===== src/rtl/core/rcps_pkg.sv =====
// Package for the row carve pixel selector: request and result types,
// row width constants and the wrap-around hue distance function. No dependencies.
package rcps_pkg;

  localparam int MAX_WIDTH = 4096;
  localparam int CNT_W     = $clog2(MAX_WIDTH + 1);
  localparam int COL_W     = 12;
  localparam int HUE_W     = 15;
  localparam int LIGHT_W   = 16;
  localparam int DIST_W    = 14;
  localparam int SCORE_W   = 16;

  // One full turn of hue in 1/64 degree
  localparam logic [HUE_W-1:0] HUE_FULL_TURN = HUE_W'(360 * 64);

  localparam logic SEL_LIGHTNESS = 1'b0;
  localparam logic SEL_HUE_DIFF  = 1'b1;

  typedef struct packed {
    logic [HUE_W-1:0]   hue;
    logic [LIGHT_W-1:0] lightness;
    logic               last_in_row;
  } in_t;

  typedef struct packed {
    logic [COL_W-1:0] selected_column;
    logic             short_row;
  } out_t;

  // Shorter of the two ways around the hue circle; never above half a turn
  function automatic logic [DIST_W-1:0] hue_distance(input logic [HUE_W-1:0] a,
                                                     input logic [HUE_W-1:0] b);
    logic [HUE_W-1:0] lo;
    logic [HUE_W-1:0] hi;
    logic [HUE_W-1:0] direct;
    logic [HUE_W-1:0] wrap;
    logic [HUE_W-1:0] shortest;
    lo       = (a < b) ? a : b;
    hi       = (a < b) ? b : a;
    direct   = hi - lo;
    wrap     = (HUE_FULL_TURN >= direct) ? (HUE_FULL_TURN - direct)
                                         : (direct - HUE_FULL_TURN);
    shortest = (direct < wrap) ? direct : wrap;
    return shortest[DIST_W-1:0];
  endfunction

endpackage


===== src/rtl/core/rcps_score.sv =====
// Candidate score for the pixel one back: its lightness, or the sum of its
// hue distances to both neighbours. Depends on rcps_pkg.
module rcps_score
  import rcps_pkg::*;
(
  input  logic               mode,
  input  logic [HUE_W-1:0]   hue_two_back,
  input  logic [HUE_W-1:0]   hue_one_back,
  input  logic [HUE_W-1:0]   hue_now,
  input  logic [LIGHT_W-1:0] lightness_one_back,
  output logic [SCORE_W-1:0] score
);

  logic [DIST_W-1:0] dist_right;
  logic [DIST_W-1:0] dist_left;

  // Measure both neighbour distances in parallel
  assign dist_right = hue_distance(hue_one_back, hue_now);
  assign dist_left  = hue_distance(hue_one_back, hue_two_back);

  // Pick the score for the active mode
  always_comb begin
    if (mode == SEL_HUE_DIFF) begin
      score = SCORE_W'(dist_right) + SCORE_W'(dist_left);
    end else begin
      score = lightness_one_back;
    end
  end

endmodule


===== src/rtl/core/row_carve_pixel_selector.sv =====
// Row carve pixel selector. A request enters the input register; its result (on a
// last_in_row pixel) goes to the output register and shows at out_valid. One pixel per
// cycle, set by the single scoring stage and running minimum, unless a row's last pixel
// waits on a full output. Reset (rst_n low, synchronous) clears the mode to lightness,
// empties both registers and clears the row state. Depends on rcps_pkg and rcps_score.
module row_carve_pixel_selector
  import rcps_pkg::*;
(
  input  logic clk,
  input  logic rst_n,
  input  logic in_valid,
  output logic in_ready,
  input  in_t  in_data,
  output logic out_valid,
  input  logic out_ready,
  output out_t out_data,
  input  logic cfg_we,
  input  logic cfg_data
);

  logic               mode_r;
  logic               in_vld_r;
  in_t                in_r;
  logic               out_vld_r;
  logic               out_vld_nxt;
  out_t               out_r;
  out_t               out_nxt;

  logic [CNT_W-1:0]   cnt_r,        cnt_nxt;
  logic [HUE_W-1:0]   hue2_r,       hue2_nxt;
  logic [HUE_W-1:0]   hue1_r,       hue1_nxt;
  logic [LIGHT_W-1:0] light1_r,     light1_nxt;
  logic [SCORE_W-1:0] best_score_r, best_score_nxt;
  logic [COL_W-1:0]   best_col_r,   best_col_nxt;

  logic               stage_go;
  logic               in_row;
  logic               cand;
  logic               take;
  logic [SCORE_W-1:0] score;

  // Advance the stage unless a result has nowhere to go
  assign stage_go  = in_vld_r & (~in_r.last_in_row | ~out_vld_r | out_ready);
  assign in_ready  = ~in_vld_r | stage_go;
  assign out_valid = out_vld_r;
  assign out_data  = out_r;

  rcps_score u_score (
    .mode               (mode_r),
    .hue_two_back       (hue2_r),
    .hue_one_back       (hue1_r),
    .hue_now            (in_r.hue),
    .lightness_one_back (light1_r),
    .score              (score)
  );

  // Score the pixel one back once its right neighbour is in the window
  assign in_row = (cnt_r < CNT_W'(MAX_WIDTH));
  assign cand   = in_row & (cnt_r >= CNT_W'(2));
  assign take   = cand & ((cnt_r == CNT_W'(2)) | (score < best_score_r));

  // Update the row window and running minimum
  always_comb begin
    cnt_nxt        = cnt_r;
    hue2_nxt       = hue2_r;
    hue1_nxt       = hue1_r;
    light1_nxt     = light1_r;
    best_score_nxt = best_score_r;
    best_col_nxt   = best_col_r;
    if (take) begin
      best_score_nxt = score;
      best_col_nxt   = COL_W'(cnt_r - CNT_W'(1));
    end
    if (in_row) begin
      hue2_nxt   = hue1_r;
      hue1_nxt   = in_r.hue;
      light1_nxt = in_r.lightness;
      cnt_nxt    = cnt_r + CNT_W'(1);
    end
  end

  // Build the result and manage the output register
  always_comb begin
    out_nxt.short_row       = (cnt_r < CNT_W'(2));
    out_nxt.selected_column = out_nxt.short_row ? '0 : best_col_nxt;
    out_vld_nxt             = out_vld_r & ~out_ready;
    if (stage_go && in_r.last_in_row) begin
      out_vld_nxt = 1'b1;
    end
  end

  // Hold the mode register
  always_ff @(posedge clk) begin
    if (!rst_n) begin
      mode_r <= SEL_LIGHTNESS;
    end else if (cfg_we) begin
      mode_r <= cfg_data;
    end
  end

  // Capture requests into the input register
  always_ff @(posedge clk) begin
    if (!rst_n) begin
      in_vld_r <= 1'b0;
    end else if (in_ready) begin
      in_vld_r <= in_valid;
    end
  end

  always_ff @(posedge clk) begin
    if (in_valid && in_ready) begin
      in_r <= in_data;
    end
  end

  // Advance row state; clear it when the row ends
  always_ff @(posedge clk) begin
    if (!rst_n) begin
      cnt_r        <= '0;
      hue2_r       <= '0;
      hue1_r       <= '0;
      light1_r     <= '0;
      best_score_r <= '0;
      best_col_r   <= '0;
    end else if (stage_go) begin
      if (in_r.last_in_row) begin
        cnt_r        <= '0;
        hue2_r       <= '0;
        hue1_r       <= '0;
        light1_r     <= '0;
        best_score_r <= '0;
        best_col_r   <= '0;
      end else begin
        cnt_r        <= cnt_nxt;
        hue2_r       <= hue2_nxt;
        hue1_r       <= hue1_nxt;
        light1_r     <= light1_nxt;
        best_score_r <= best_score_nxt;
        best_col_r   <= best_col_nxt;
      end
    end
  end

  // Hold the result until it is taken
  always_ff @(posedge clk) begin
    if (!rst_n) begin
      out_vld_r <= 1'b0;
    end else begin
      out_vld_r <= out_vld_nxt;
    end
  end

  always_ff @(posedge clk) begin
    if (stage_go && in_r.last_in_row) begin
      out_r <= out_nxt;
    end
  end

endmodule


===== config.mk =====
export PLATFORM = sky130hd
export DESIGN_NAME = row_carve_pixel_selector
export DESIGN_NICKNAME = d
export VERILOG_FILES = /design/src/rtl/core/rcps_pkg.sv /design/src/rtl/core/rcps_score.sv /design/src/rtl/core/row_carve_pixel_selector.sv
export SDC_FILE = /design/constraint.sdc
export NUM_CORES = 1
export LEC_CHECK = 0
export ABC_AREA = 1
export BUFFER_PORTS_ARGS = -buffer_cell sky130_fd_sc_hd__buf_2
export CAP_MARGIN = 25
export CORE_UTILIZATION = 35
export CTS_CLUSTER_SIZE = 20
export DETAILED_ROUTE_END_ITERATION = 7
export GPL_TIMING_DRIVEN = 0
export PLACE_DENSITY_LB_ADDON = 0.05
export SYNTH_ARGS = -nofsm -noshare
export SYNTH_HDL_FRONTEND = slang
export SYNTH_SLANG_ARGS = --single-unit
export TNS_END_PERCENT = 50

===== constraint.sdc =====
create_clock -name clk -period 12 [get_ports clk]
set_input_delay 2.4 -clock clk [delete_from_list [all_inputs] [get_ports clk]]
set_output_delay 2.4 -clock clk [all_outputs]
set_load 0.02 [all_outputs]

==> insert_results.sql, run 1 <==
INSERT INTO impl_metrics (metric_group, metric, value, unit) VALUES
('outcome', 'result_of_the_run', 'completed', ''),
('yosys', 'ys.warnings.count', '0', ''),
('global_route', 'grt_antenna_before_repair', '0', ''),
('power', 'seq_power_share', '25.9', '%'),
('worst_setup_path', 'critPathSlowestCell', 'dfxtp_1', ''),
('place', 'gp_congestion', '0.824', ''),
('yosys', 'synth_xor_area_share', '3.13', '%'),
('worst_setup_path', 'timing.critical_path.mode_cell', 'nand2_1', ''),
('yosys', 'syn_area', '11500', 'um2'),
('min_path', 'timing.hold.worst.class', 'flip-flop to flip-flop', ''),
('final_layout', 'nNetsFinal', '1969', ''),
('clock_tree', 'tritoncts_num_sinks', '135', ''),
('route', 'detailedRoute.firstPassIterationCount', '5', ''),
('sta', 'setup_viol', '0', ''),
('yosys', 'synth_edf_count', '45', ''),
('yosys', 'post_synth_and_or_nand_nor_area_fraction', '36.2', '%'),
('floorplan', 'dieWidth', '183', 'um'),
('clock_tree', 'htreeDepth', '4', ''),
('clock_tree', 'setup_fix_bufs_post_cts', '0', ''),
('global_route', 'wire_length_of_the_first_global_routing_pass', '52600', 'um'),
('yosys', 'fraction_of_the_mapped_netlist_area_in_compound_gates', '12.2', '%'),
('final_layout', 'ff_latch_area', '3150', 'um2'),
('place', 'place_ws', '1.07', 'ns'),
('yosys', 'synth-seq-cells', '135', ''),
('floorplan', 'start_util', '35.5', '%'),
('yosys', 'synth.top_cells.by_area', 'nand2_1 (18%), dfxtp_1 (16%), edfxtp_1 (12%)', ''),
('sta', 'maxClockFrequency', '0.0927', 'GHz'),
('sta', 'final_min_period_over_clock_period', '89.9', '%'),
('route', 'route.antenna.remaining_nets', '0', ''),
('worst_setup_path', 'cp.buffers_inverters', '13', ''),
('sta', 'slew_viol_final', '0', ''),
('power', 'total_power', '1910', 'uW'),
('place', 'place_inst', '2262', ''),
('floorplan', 'die_h', '183', 'um'),
('power', 'vdd_ir_drop_max', '0.103', 'mV'),
('clock_tree', 'clock-root-buffer', 'clkbuf_16', ''),
('yosys', 'netlist_cell_types', '53', ''),
('yosys', 'synth_largest_type_area_fraction', '18.2', '%'),
('floorplan', 'top_level_ports', '53', ''),
('power', 'power.share.combinational', '46.9', '%'),
('sta', 'finalHoldViolCount', '0', ''),
('floorplan', 'floorplan.rows', '66', ''),
('place', 'port_buffers', '52', ''),
('yosys', 'main_combinational_cell_family_by_area_after_synthesis', 'simple AND/OR/NAND/NOR gates', ''),
('final_layout', 'finish.instance_area', '13000', 'um2'),
('final_layout', 'number_of_diodes_added_for_antenna_fixing', '0', ''),
('route', 'vias', '10844', ''),
('worst_setup_path', 'critical-path-max-stage-delay', '0.55', 'ns'),
('worst_setup_path', 'crit_path_start_kind', 'flip-flop', ''),
('yosys', 'synth-main-ff-cell', 'dfxtp_1', ''),
('clock_tree', 'cts_buffer_depth', '2', ''),
('sta', 'skew', '0.0138', 'ns'),
('sta', 'min_period', '10.79', 'ns'),
('final_layout', 'final_cells', '2294', ''),
('sta', 'slew_headroom', '53.0', '%'),
('power', 'power_density', '147', 'nW/um2'),
('global_route', 'grt-ovfl-total', '0', ''),
('worst_setup_path', 'worst_path_dominant_cell_family', 'compound AO/OA/AOI/OAI gates', ''),
('route', 'post-route-drc-count', '0', ''),
('flow_run', 'max_cap_violations', '0', ''),
('sta', 'setup_slack', '1.21', 'ns'),
('yosys', 'yosys.area_share.adder', '10.1', '%'),
('global_route', 'grt.met2_usage', '31.4', '%'),
('final_layout', 'syn2layout_area_growth', '12.5', '%'),
('worst_setup_path', 'cp.arrival', '10.96', 'ns'),
('final_layout', 'most_used_cells_in_the_layout_excluding_fill_and_tap_cells', 'nand2_1 (559), inv_1 (250), a21oi_1 (134)', ''),
('route', 'routed_wire_length_per_instance', '14.1', 'um'),
('sta', 'grt_setup_unrepaired', 'true', ''),
('global_route', 'grt.busiest_layer', 'met2', ''),
('place', 'dpl_cell_area', '12400', 'um2'),
('global_route', 'global_route.usage.met3', '2.14', '%');
==> path summary, 6_finish.rpt <==
check                endpoint  cells past startpoint  slack, ns              from
max               out_data[4]                     75       1.21        hue1_r[10]
min          best_score_r[14]                      2       0.46  best_score_r[14]
max reg2reg       out_data[4]                     75       1.21        hue1_r[10]
min reg2reg  best_score_r[14]                      2       0.46  best_score_r[14]
==> layer usage <==
| layer | wire length, um | share of wire (%) |
|---|---|---|
| met2 | 14300 | 44 |
| met1 | 16900 | 52 |
| met4 | 359 | 1.1 |
| met3 | 810 | 2.5 |
| met5 | 0 | 0 |
==> per-stage QoR <==
stage / hold WS (ns) / utilization [%]
after floorplan: 0.441 / -
after global placement: 0.449 / 38.0
after CTS: 0.464 / 39.9
after global routing: 0.474 / 39.9
after detailed placement: 0.455 / 38.1
final: 0.462 / 39.9
==> tightest hold or removal path, cell delays in order, from the launching register on <==
cell	delay [ns]
dfxtp_1	0.31
nand2_1	0.06
a21oi_1	0.05
==> power groups by stage <==
| stage | sequential (uW) | combinational (uW) | clock, uW |
|---|---|---|---|
| 2_1_floorplan | 501 | 681 | 0 |
| 6_report | 494 | 895 | 520 |
| 4_1_cts | 495 | 904 | 537 |
| 3_5_place_dp | 505 | 899 | 0 |
| 3_3_place_gp | 505 | 894 | 0 |
| 5_1_grt | 496 | 1030 | 551 |
==> layout make-up <==
| cell class | instances | area share (%) |
|---|---|---|
| plain buffers | 42 | 2.02 |
| clock buffers | 25 | 4.17 |
| clock inverters | 7 | 0.406 |
| inverters | 269 | 7.79 |
| multi-input cells | 1321 | 54.8 |
| flip-flops and latches | 135 | 24.3 |
| well taps | 442 | 4.27 |
| repair buffers | 53 | 2.22 |
==> what timing repair did <==
| item | CTS | global route |
|---|---|---|
| gates resized for setup | 0 | 8 |
| endpoints found under the setup margin | 0 | 20 |
| hold buffers | 0 | 0 |
==> cell usage after synthesis, types with 3 or more instances <==
cell type / count
a21oi_1: 134
a21oi_2: 7
a31oi_1: 4
buf_6: 9
clkbuf_1: 26
dfxtp_1: 90
edfxtp_1: 45
ha_1: 91
inv_1: 250
inv_2: 18
nand2_1: 559
nand2_2: 48
nand2_4: 5
nand3_1: 115
nand3_2: 16
nand3b_1: 12
nand4_1: 18
nor2_1: 117
nor2_2: 9
nor2_4: 5
nor3_1: 12
nor4_1: 10
o211ai_1: 4
o21a_1: 5
o21ai_0: 61
o21ai_1: 6
o21ai_2: 15
o31ai_1: 3
or2_2: 8
xor2_1: 36
==> sequential cells by signal, indices dropped and copies added, names as in the netlist <==
| signal | cells |
|---|---|
| in_r | 32 |
| best_score_r | 16 |
| light1_r | 16 |
| hue1_r | 15 |
| hue2_r | 15 |
| cnt_r | 13 |
| out_data | 13 |
| best_col_r | 12 |
| in_vld_r | 1 |
| mode_r | 1 |
| out_valid | 1 |
==> kinds of logic after synthesis <==
logic type	after synthesis
AND/OR/NAND/NOR	940
XOR/XNOR	39
buffers and inverters	311
AO/OA/AOI/OAI	250
flip-flops	135
adder cells (fa/ha/maj)	92
Power figures use the tool's default switching activity.
==> inputs of run 2 (changes only) <==
--- a/config.mk
+++ b/config.mk
@@ -9,10 +9,10 @@
 export BUFFER_PORTS_ARGS = -buffer_cell sky130_fd_sc_hd__buf_2
 export CAP_MARGIN = 25
 export CORE_UTILIZATION = 35
-export CTS_CLUSTER_SIZE = 20
 export DETAILED_ROUTE_END_ITERATION = 7
 export GPL_TIMING_DRIVEN = 0
 export PLACE_DENSITY_LB_ADDON = 0.05
+export REMOVE_ABC_BUFFERS = 1
 export SYNTH_ARGS = -nofsm -noshare
 export SYNTH_HDL_FRONTEND = slang
 export SYNTH_SLANG_ARGS = --single-unit
==> run 2 against run 1 <==
  * Clock power is 6.3% higher
  * Highest routed layer unchanged
  * Sequential power barely moved
  * Global-route usage shrank 1.3 points
  * Core utilization fell by 0.19 points
  * Total power hardly changed
  * Sequential share of layout area grew 0.12 points
  * First-iteration DRC count decreased by 29%
==> insert_results.sql, run 2 (synthesis results as in run 1) <==
INSERT INTO impl_metrics (metric_group, metric, value, unit) VALUES
('floorplan', 'floorplan.core_area', '32500', 'um2'),
('floorplan', 'start_util', '35.5', '%'),
('sta', 'final_min_period_over_clock_period', '88.8', '%'),
('floorplan', 'floorplan.rows', '66', ''),
('route', 'detailedRoute.firstPassIterationCount', '5', ''),
('final_layout', 'syn2layout_area_growth', '12.0', '%'),
('final_layout', 'regMostFlops', 'in_r', ''),
('global_route', 'grt-ovfl-total', '0', ''),
('clock_tree', 'tritoncts', 'built', ''),
('final_layout', 'number_of_diodes_added_for_antenna_fixing', '0', ''),
('clock_tree', 'tritoncts_num_sinks', '135', ''),
('worst_setup_path', 'cp.arrival', '11.03', 'ns'),
('worst_setup_path', 'critical-path-max-stage-delay', '0.46', 'ns'),
('route', 'vias', '10716', ''),
('sta', 'maxClockFrequency', '0.0938', 'GHz'),
('sta', 'finalHoldViolCount', '0', ''),
('power', 'total_power', '1910', 'uW'),
('min_path', 'timing.hold.worst.class', 'flip-flop to flip-flop', ''),
('global_route', 'wire_length_of_the_first_global_routing_pass', '50300', 'um'),
('route', 'route.antenna.remaining_nets', '0', ''),
('sta', 'skew', '0.0196', 'ns'),
('worst_setup_path', 'timing.reg2reg.worst_path_depth', '67', ''),
('route', 'initialDrtViolationCount', '453', ''),
('min_path', 'holdPathStages', '2', ''),
('route', 'routed_wire_length_per_instance', '13.3', 'um'),
('clock_tree', 'path_clk_slew', '0.07', 'ns'),
('worst_setup_path', 'timing.reg2reg.setup_slack', '1.34', 'ns'),
('final_layout', 'layout-drive-gt1-share', '13.2', '%'),
('worst_setup_path', 'crit_path_start_kind', 'flip-flop', ''),
('floorplan', 'dieWidth', '183', 'um'),
('global_route', 'grt_antenna_before_repair', '0', ''),
('final_layout', 'final_common_cell', 'nand2_1', ''),
('sta', 'slew_viol_final', '0', ''),
('sta', 'min_period', '10.66', 'ns'),
('place', 'hpwlAfterDp', '23500', 'um'),
('sta', 'worstMarginPinSlew', '0.924', 'ns'),
('worst_setup_path', 'worst_ep_required_time', '12.37', 'ns'),
('clock_tree', 'clock-root-buffer', 'clkbuf_16', ''),
('sta', 'setup_viol', '0', ''),
('final_layout', 'largest_register_ffs', '32', ''),
('route', 'routed_via_density', '4.73', ''),
('place', 'gp_congestion', '0.837', ''),
('place', 'port_buffers', '52', ''),
('final_layout', 'fillers', '3492', ''),
('final_layout', 'nNetsFinal', '1940', ''),
('sta', 'grt_setup_unrepaired', 'false', ''),
('clock_tree', 'cts_buffer_depth', '2', ''),
('clock_tree', 'htreeDepth', '4', ''),
('clock_tree', 'clock_insertion_delay_worst_skew', '0.45', 'ns'),
('floorplan', 'top_level_ports', '53', ''),
('worst_setup_path', 'timing.critical_path.fanout_max', '16', ''),
('worst_setup_path', 'timing.critical_path.mode_cell', 'nand2_1', ''),
('sta', 'final.setup.tns', '0', 'ns'),
('floorplan', 'die-area', '33600', 'um2'),
('route', 'postRouteWirelength', '30100', 'um'),
('power', 'p_leak', '0.00616', 'uW'),
('global_route', 'maximum_number_of_pins_on_one_net_before_global_route_repair', '78', ''),
('sta', 'slew_headroom', '38.4', '%'),
('power', 'power_density', '148', 'nW/um2'),
('outcome', 'result_of_the_run', 'completed', ''),
('global_route', 'grt_pass1_vias', '10068', ''),
('flow_run', 'max_cap_violations', '0', ''),
('clock_tree', 'cts_made_buffers', '17', ''),
('global_route', 'globalRouteTotalUtil', '18.7', '%'),
('final_layout', 'most_used_cells_in_the_layout_excluding_fill_and_tap_cells', 'nand2_1 (558), inv_1 (248), a21oi_1 (134)', ''),
('final_layout', 'reg.largest.list', 'in_r: 32 flops, best_score_r: 16 flops, light1_r: 16 flops', ''),
('worst_setup_path', 'critPathSlowestCell', 'ha_1', ''),
('power', 'vdd_ir_drop_max', '0.100', 'mV'),
('route', 'post-route-drc-count', '0', ''),
('floorplan', 'die_h', '183', 'um'),
('worst_setup_path', 'critical_path.endpoint_type', 'flip-flop', ''),
('worst_setup_path', 'setup_crit_path_kind', 'flip-flop to flip-flop', '');
[run 2: cell count changes in the layout (fill, tap and decap cells not counted), moves of 3 or more]
cell	delta
buf_12	+4
clkbuf_1	-25
inv_8	+3
buf_6	-8
o21ai_0	-3
clkinvlp_4	+3
clkbuf_16	-3
clkbuf_2	-4
buf_4	+6
[run 2: area by class of cell]
cell class / instances / area [um2] / area share (%)
well taps: 442 / 553 / 4.29
repair buffers: 65 / 412 / 3.19
inverters: 269 / 1020 / 7.88
multi-input cells: 1321 / 7150 / 55.5
flip-flops and latches: 135 / 3150 / 24.4
clock buffers: 18 / 439 / 3.41
repair inverters: 1 / 7.51 / 0.0582
clock inverters: 14 / 164 / 1.27
[run 2: timing repair]
| action | in CTS | in global routing |
|---|---|---|
| endpoints found under the setup margin | 0 | 40 |
| buffers inserted | 0 | 8 |
| gates resized for setup | 0 | 14 |
| hold buffers | 0 | 0 |
[run 2: metal layers]
metal | share of wire [%] | GRT usage (%)
met5 | 0 | 0
met4 | 0.91 | 4.37
met3 | 1.8 | 2.92
met2 | 45 | 30.1
met1 | 53 | 26.1
[run 2: critical path: cells and delay by family (launching register included)]
family	cells	cell delay [ns]
compound gates	16	2.63
xor+xnor	1	0.24
simple gates	38	4.67
fa+ha+maj	6	1.89
flops	1	0.40
buf+inv	6	0.76
[run 2: report_power, final]
part	total [uW]	leakage [uW]	switching [uW]	internal [uW]
registers	494	0.00116	9.44	484
logic	865	0.00470	569	296
clock network	553	0.000297	235	318
total	1910	0.00616	813	1100
[run 2: final timing paths]
check                     endpoint             start
hold / removal    best_score_r[15]  best_score_r[15]
hold reg to reg   best_score_r[15]  best_score_r[15]
setup reg to reg    best_col_r[11]         hue1_r[7]
setup / recovery    best_col_r[11]         hue1_r[7]
[run 2: through the flow]
stage               utilization (%)  hold WS [ns]  cells  setup WS (ns)  area (um2)
floorplan                         -         0.441   1725           2.87       11300
global placement               37.2         0.448   2219          0.576       12100
detailed placement             37.4         0.453   2224          0.662       12200
CTS                            39.3         0.462   2256          0.589       12800
global route                   39.7         0.480   2265         0.0287       12900
finish                         39.7         0.459   2265           1.34       12900
